### src/hw/rtl/assert_macros.svh
// Assertion macros shared by the RTL of the range status classifier.
// Each macro samples on clk and is disabled while rst is high.
`ifndef ASSERT_MACROS_SVH
`define ASSERT_MACROS_SVH

// The consequent must hold in the same cycle as the antecedent.
`define ASSERT_IMPL(label, ante, cons) \
  label: assert property (@(posedge clk) disable iff (rst) (ante) |-> (cons)) \
    else $error("assertion failed");

// The consequent must hold in the cycle after the antecedent.
`define ASSERT_NEXT(label, ante, cons) \
  label: assert property (@(posedge clk) disable iff (rst) (ante) |=> (cons)) \
    else $error("assertion failed");

`endif

### src/hw/rtl/rsc_pkg.sv
// Package for the range status classifier: widths, register indexes, status codes,
// the pipeline payload type and the division and priority functions. No dependencies.
`timescale 1ns / 1ps
`default_nettype none

package rsc_pkg;

  localparam int unsigned RATE_W     = 32;
  localparam int unsigned COUNT_W    = 16;
  localparam int unsigned CODE_W     = 4;
  localparam int unsigned RATE_SHIFT = 8;
  localparam int unsigned CFG_IDX_W  = 2;

  // Quotient bits resolved by each divider stage; must divide RATE_W.
  localparam int unsigned RSC_DIV_STEPS = 4;

  // Configuration register indexes.
  localparam logic [CFG_IDX_W-1:0] REG_ENABLE_MASK = 2'd0;
  localparam logic [CFG_IDX_W-1:0] REG_SIGMA_LIMIT = 2'd1;
  localparam logic [CFG_IDX_W-1:0] REG_CLIP_LIMIT  = 2'd2;
  localparam logic [CFG_IDX_W-1:0] REG_IGNORE_THR  = 2'd3;

  // Bits of the enable mask.
  localparam int unsigned EN_SIGMA  = 0;
  localparam int unsigned EN_CLIP   = 1;
  localparam int unsigned EN_IGNORE = 2;

  typedef enum logic [2:0] {
    RS_VALID,
    RS_SIGMA,
    RS_SIGNAL,
    RS_MIN_RANGE,
    RS_PHASE,
    RS_HARDWARE,
    RS_NO_UPDATE
  } rs_code_t;

  // Partial remainder and the dividend that shifts into the quotient.
  typedef struct packed {
    logic [COUNT_W-1:0] rem;
    logic [RATE_W-1:0]  quo;
  } rsc_div_t;

  typedef struct packed {
    rsc_div_t           div;
    logic [COUNT_W-1:0] divisor;
    logic [CODE_W-1:0]  dcode;
    logic               sig_f;
    logic               clip_f;
    logic               ign_en;
  } rsc_stage_t;

  // One restoring division step. The remainder stays below a nonzero divisor,
  // so it fits in COUNT_W bits after the subtraction.
  function automatic rsc_div_t rsc_div_step(rsc_div_t s, logic [COUNT_W-1:0] dvs);
    logic [COUNT_W:0] trial;
    logic [COUNT_W:0] diff;
    rsc_div_t         r;
    trial = {s.rem, s.quo[RATE_W-1]};
    diff  = trial - {1'b0, dvs};
    if (trial >= {1'b0, dvs}) begin
      r.rem = diff[COUNT_W-1:0];
      r.quo = {s.quo[RATE_W-2:0], 1'b1};
    end else begin
      r.rem = trial[COUNT_W-1:0];
      r.quo = {s.quo[RATE_W-2:0], 1'b0};
    end
    return r;
  endfunction

  // Priority mapping of the device code and the limit failures.
  function automatic rs_code_t rsc_map(logic [CODE_W-1:0] d, logic clip_f,
                                       logic ign_f, logic sig_f);
    rs_code_t c;
    if (d inside {4'd0, 4'd5, 4'd7, [4'd12:4'd15]}) begin
      c = RS_NO_UPDATE;
    end else if (d inside {[4'd1:4'd3]}) begin
      c = RS_HARDWARE;
    end else if (d inside {4'd6, 4'd9}) begin
      c = RS_PHASE;
    end else if ((d inside {4'd8, 4'd10}) || clip_f) begin
      c = RS_MIN_RANGE;
    end else if (d == 4'd4 || ign_f) begin
      c = RS_SIGNAL;
    end else if (sig_f) begin
      c = RS_SIGMA;
    end else begin
      c = RS_VALID;
    end
    return c;
  endfunction

endpackage

`default_nettype wire

### src/hw/rtl/range_status_classifier.sv
// Range status classifier top level: limit checks, pipelined per-SPAD rate divider
// and status priority mapping. Depends on rsc_pkg and assert_macros.svh.
//
//  channel   | signals                                         | handshake
//  ----------+-------------------------------------------------+---------------------
//  command   | start, busy, device_status .. spad_count        | start && !busy
//  result    | result_valid, range_status .. rate_per_spad     | strobe, one cycle
//  config    | cfg_valid, cfg_ready, cfg_index, cfg_data       | cfg_valid && cfg_ready
//
// A new command can be taken in every cycle; busy stays low.
// The pipeline has one input stage, one stage per DIV_STEPS quotient bits of the restoring
// divider and one output stage.
// The divider stage chain sets the latency; throughput is one transfer per cycle.
// Reset clears the stage valid bits, the result strobe and the limit registers.
// The receiver cannot stall, so the pipeline never holds.
`timescale 1ns / 1ps
`default_nettype none
`include "assert_macros.svh"

module range_status_classifier
  import rsc_pkg::*;
#(
  parameter int unsigned DIV_STEPS = RSC_DIV_STEPS
) (
  input  logic                 clk,
  input  logic                 rst,
  input  logic                 start,
  output logic                 busy,
  input  logic [7:0]           device_status,
  input  logic [RATE_W-1:0]    sigma_estimate,
  input  logic [RATE_W-1:0]    peak_ref_rate,
  input  logic [RATE_W-1:0]    return_rate,
  input  logic [COUNT_W-1:0]   spad_count,
  output logic                 result_valid,
  output logic [2:0]           range_status,
  output logic                 sigma_fail,
  output logic                 clip_fail,
  output logic                 ignore_fail,
  output logic [RATE_W-1:0]    rate_per_spad,
  input  logic                 cfg_valid,
  output logic                 cfg_ready,
  input  logic [CFG_IDX_W-1:0] cfg_index,
  input  logic [RATE_W-1:0]    cfg_data
);

  localparam int unsigned NSTAGE = RATE_W / DIV_STEPS;

  logic [2:0]        enable_mask;
  logic [RATE_W-1:0] sigma_limit;
  logic [RATE_W-1:0] ref_clip_limit;
  logic [RATE_W-1:0] ignore_threshold;

  rsc_stage_t        pipe [0:NSTAGE];
  logic [NSTAGE:0]   vld;

  logic              take;
  logic [RATE_W-1:0] per_spad;
  logic              ign_f;
  rs_code_t          code;

  assign busy      = 1'b0;
  assign cfg_ready = 1'b1;
  assign take      = start && !busy;

  always_ff @(posedge clk) begin
    if (rst) begin
      enable_mask      <= '0;
      sigma_limit      <= '0;
      ref_clip_limit   <= '0;
      ignore_threshold <= '0;
    end else if (cfg_valid && cfg_ready) begin
      case (cfg_index)
        REG_ENABLE_MASK: enable_mask      <= cfg_data[2:0];
        REG_SIGMA_LIMIT: sigma_limit      <= cfg_data;
        REG_CLIP_LIMIT:  ref_clip_limit   <= cfg_data;
        REG_IGNORE_THR:  ignore_threshold <= cfg_data;
        default: ;
      endcase
    end
  end

  always_ff @(posedge clk) begin
    if (rst) begin
      vld <= '0;
    end else begin
      vld <= {vld[NSTAGE-1:0], take};
    end
  end

  // Input stage: the two threshold checks and the shifted dividend.
  always_ff @(posedge clk) begin
    pipe[0].div.rem <= '0;
    pipe[0].div.quo <= {return_rate[RATE_W-RATE_SHIFT-1:0], {RATE_SHIFT{1'b0}}};
    pipe[0].divisor <= spad_count;
    pipe[0].dcode   <= device_status[6:3];
    pipe[0].sig_f   <= enable_mask[EN_SIGMA] && (sigma_estimate > sigma_limit);
    pipe[0].clip_f  <= enable_mask[EN_CLIP] && (peak_ref_rate > ref_clip_limit);
    pipe[0].ign_en  <= enable_mask[EN_IGNORE];
  end

  for (genvar k = 1; k <= NSTAGE; k++) begin : g_div
    rsc_div_t acc;

    always_comb begin
      acc = pipe[k-1].div;
      for (int unsigned j = 0; j < DIV_STEPS; j++) begin
        acc = rsc_div_step(acc, pipe[k-1].divisor);
      end
    end

    always_ff @(posedge clk) begin
      pipe[k].div     <= acc;
      pipe[k].divisor <= pipe[k-1].divisor;
      pipe[k].dcode   <= pipe[k-1].dcode;
      pipe[k].sig_f   <= pipe[k-1].sig_f;
      pipe[k].clip_f  <= pipe[k-1].clip_f;
      pipe[k].ign_en  <= pipe[k-1].ign_en;
    end
  end

  // A zero count leaves an all-ones quotient, which the rate replaces with zero.
  always_comb begin
    per_spad = '0;
    if (pipe[NSTAGE].ign_en && (pipe[NSTAGE].divisor != '0)) begin
      per_spad = pipe[NSTAGE].div.quo;
    end
    ign_f = pipe[NSTAGE].ign_en && (per_spad < ignore_threshold);
    code  = rsc_map(pipe[NSTAGE].dcode, pipe[NSTAGE].clip_f, ign_f, pipe[NSTAGE].sig_f);
  end

  always_ff @(posedge clk) begin
    if (rst) begin
      result_valid <= 1'b0;
    end else begin
      result_valid <= vld[NSTAGE];
    end
  end

  always_ff @(posedge clk) begin
    range_status  <= code;
    sigma_fail    <= pipe[NSTAGE].sig_f;
    clip_fail     <= pipe[NSTAGE].clip_f;
    ignore_fail   <= ign_f;
    rate_per_spad <= per_spad;
  end

  `ASSERT_NEXT(a_strobe_follows_stage, vld[NSTAGE], result_valid)
  `ASSERT_IMPL(a_valid_code_no_fail, result_valid && range_status == RS_VALID,
               !sigma_fail && !clip_fail && !ignore_fail)
  `ASSERT_IMPL(a_clip_overrides, result_valid && clip_fail,
               range_status != RS_VALID && range_status != RS_SIGMA &&
               range_status != RS_SIGNAL)

endmodule

`default_nettype wire

### config.mk
export PLATFORM = sky130hd
export DESIGN_NAME = range_status_classifier
export DESIGN_NICKNAME = d
export VERILOG_FILES = /design/src/hw/rtl/rsc_pkg.sv /design/src/hw/rtl/range_status_classifier.sv
export VERILOG_INCLUDE_DIRS = /design/src /design/src/hw/rtl
export SDC_FILE = /design/constraint.sdc
export NUM_CORES = 2
export LEC_CHECK = 0
export BUFFER_PORTS_ARGS = -buffer_cell sky130_fd_sc_hd__buf_2
export CAP_MARGIN = 20
export CORE_MARGIN = 2
export CORE_UTILIZATION = 55
export DETAILED_ROUTE_END_ITERATION = 10
export PLACE_DENSITY = 0.78
export SLEW_MARGIN = 20
export SYNTH_ARGS = -nofsm -noshare
export SYNTH_HDL_FRONTEND = slang
export SYNTH_SLANG_ARGS = --single-unit
### constraint.sdc
create_clock -name clk -period 14.45 [get_ports clk]
set_input_delay 0.7225 -clock clk [delete_from_list [all_inputs] [get_ports clk]]
set_output_delay 0.7225 -clock clk [all_outputs]
set_load 0.01 [all_outputs]
==> out/results.ini <==
[logic_synthesis]
synth_commonest_cells=dfxtp_1, ha_1, a21oi_1
syn_avg_cell_area_um2=8.61
syn_inst=5319
yosysMostFrequentCell=dfxtp_1
yosys.area.top_type=dfxtp_1
seq_area_frac_synth_pct=30.3
netlist_area_um2=45800
synth_edf_count=0
synthArstFlopShare_pct=0
ys.flop_type=dfxtp_1
ys_ff_latch=694
synth.distinct_cells=108
synth_top_area_share_pct=30.3
yosysWarnings=0
synth_area_leaders=dfxtp_1, ha_1, a21oi_1
syn_nets=6089

[timing]
worstMarginPinSlew_ns=0.919
finalSetupViolCount=0
max_slew_margin_pct=38.5
fin_crit_sh_pct=85.4
grt_setup_unrepaired=no
max_freq_mhz=81.1
final_max_slew_viol_count=0
finalCriticalPeriod_ns=12.33
finClkSkew_ns=0.0403
setup_ws_ns=2.12
finalHoldViolCount=0
tns_ns=0

[grt]
grt_pass1_wl_um=190000
overflow=0
track_usage_pct=27.1
antenna_found_initial=2
grt_max_degree=110
grt_pass1_vias=36704

[clocking]
clk_path_buf_depth=3
cts_tree=built
post-cts-setup-buffers=0
cts_inserted_buffers=76
cts_num_sinks=694
clk_pin_slew_ns=0.07
cts_hold_buf=0
cts-root-buf=clkbuf_16
post_cts_resized=0
clk_latency_ns=0.64
htreeDepth=3

[layout]
seq_area_um2=13900
synthToLayoutAreaGrowth_pct=10.3
drive_above_1_share_pct=10.7
finalNetCount=6263
fill_cells=7036
fin_util_pct=61.4
final_cells=6624
multi_input_area_um2=29900

[critical_path]
worstSetupPathType=reg -> reg
cp_slowest_stage_delay_ns=0.66
critPathLaunch=pipe[5][8]
reg2reg_setup_slack_ns=2.12
crit_top_cell=o21ai_0
startpoint_type=flip-flop
rr_startpoint=pipe[5][8]
endpoint_kind=flip-flop
rr_worst_depth=44
arrival_ns=12.83
timing.rr.end=pipe[6][57]
cp_slowest_cell=a2111oi_0
path_max_fanout=21
required_ns=14.95

[status]
outcome=finished, final reports clean

[placement]
post-place-ws_ns=2.22
portBuffers=184
placedCellCount=6485
dpl.hpwl_um=93500
finalWeightedCongestion=0.943

[drt]
viasPerCell=5.90
wirelength_um=119000
drt_pre_antenna_iters=7
routedWlPerCell_um=18.0
ant_nets=0
drcViolationCount=0
drt_iter0_drc=2860
vias=39102

[worst_hold_path]
hp-class=in -> reg
whs_endpoint=pipe[0][50]
hold_depth=1
hold_start=return_rate[19]

[run]
maxCapViolCount=0

[floorplanning]
start_util_pct=55.7
die_width_um=293
ios=199
die_y_um=293
row_count=105
core_area_um2=82200
dieArea_um2=85600

## how the worst max path moves through the flow
stage                        endpoint  slack, ns  cells after the start
after global routing      pipe[6][57]       0.96                     44
after floorplan           pipe[3][62]       4.08                     50
after detailed placement  pipe[6][57]       2.22                     44
after CTS                 pipe[6][57]       2.13                     44
final                     pipe[6][57]       2.12                     44
after global placement    pipe[6][57]       2.31                     44
## sequential cells by signal, indices dropped and copies added (netlist names)
name and count:
pipe 547, ignore_threshold 32, rate_per_spad 32, ref_clip_limit 32, sigma_limit 32, vld 9, enable_mask 3, range_status 3
clip_fail 1, ignore_fail 1, result_valid 1, sigma_fail 1
## critical path, delay by kind of cell, from the launching register on
family	cells	cell delay, ns
simple gates	9	1.85
flops	1	0.44
compound gates	24	7.33
fa+ha+maj	4	1.28
buf+inv	7	1.29
## area by class of cell
cell class | count | share of cell area (%)
antenna | 2 | 0.00991
clock buffer | 94 | 4.08
clock inverter | 43 | 1.28
inverter | 418 | 3.11
multi-input combinational | 4095 | 59.2
sequential | 694 | 27.5
tap | 1070 | 2.65
timing repair buffer | 208 | 2.19
## metal layers
metal,vias to the layer above,GRT usage [%],part of all wire (%)
li1,19425,-,-
met1,18261,36.6,46
met2,1202,45.1,46
met3,214,3.04,5.8
met4,0,8.97,3.1
met5,-,0,0
## cell usage in the layout (no fill, tap or decap), types with 12 or more instances in the layout
cell / netlist / layout
mux2i_1: 58 / 58
o211ai_1: 29 / 29
a21oi_1: 488 / 487
nand2b_1: 67 / 67
buf_4: 3 / 24
and3_1: 33 / 33
a31oi_1: 35 / 35
clkbuf_16: 0 / 77
nor3_1: 89 / 89
o221ai_1: 24 / 24
nand4_1: 98 / 98
o2111ai_1: 13 / 13
o21ai_0: 284 / 284
o31a_1: 18 / 18
or2_2: 26 / 26
o21bai_1: 40 / 40
a221o_1: 18 / 18
and2_1: 66 / 66
a211oi_1: 28 / 28
inv_6: 0 / 12
inv_1: 408 / 408
dfxtp_1: 694 / 694
xnor2_1: 226 / 226
o21a_1: 77 / 77
mux2_2: 172 / 172
a21boi_0: 22 / 21
nand3_1: 87 / 87
a211o_1: 19 / 19
or3_1: 20 / 20
ha_1: 587 / 587
o31ai_1: 26 / 26
nor2_1: 315 / 313
nor2b_1: 106 / 106
xor2_1: 130 / 130
a22oi_1: 12 / 12
nand2_1: 466 / 466
a21o_1: 151 / 151
fa_1: 25 / 25
buf_2: 22 / 183
nor4_1: 40 / 39
## cells by family (layout without fill, tap and decap cells)
| family | Yosys count | after routing | synth area share, % |
|---|---|---|---|
| flops | 694 | 694 | 30.3 |
| fa+ha+maj | 612 | 612 | 17.1 |
| mux | 237 | 237 | 5.68 |
| xor+xnor | 356 | 356 | 6.81 |
| buf+inv | 530 | 763 | 4.49 |
| compound gates | 1420 | 1420 | 19.9 |
| simple gates | 1468 | 1468 | 15.6 |
| other cells | 2 | 4 | 0.0164 |
## stage by stage
stage | cell area, um^2 | hold WS [ns]
2_1_floorplan | 45800 | 0.310
3_3_place_gp | 47800 | 0.310
3_5_place_dp | 47800 | 0.312
4_1_cts | 50500 | 0.145
5_1_grt | 50500 | 0.155
6_report | 50500 | 0.173
Power is not shown: default switching activity piles up to over one toggle a cycle in this logic, so the estimate is an artifact.
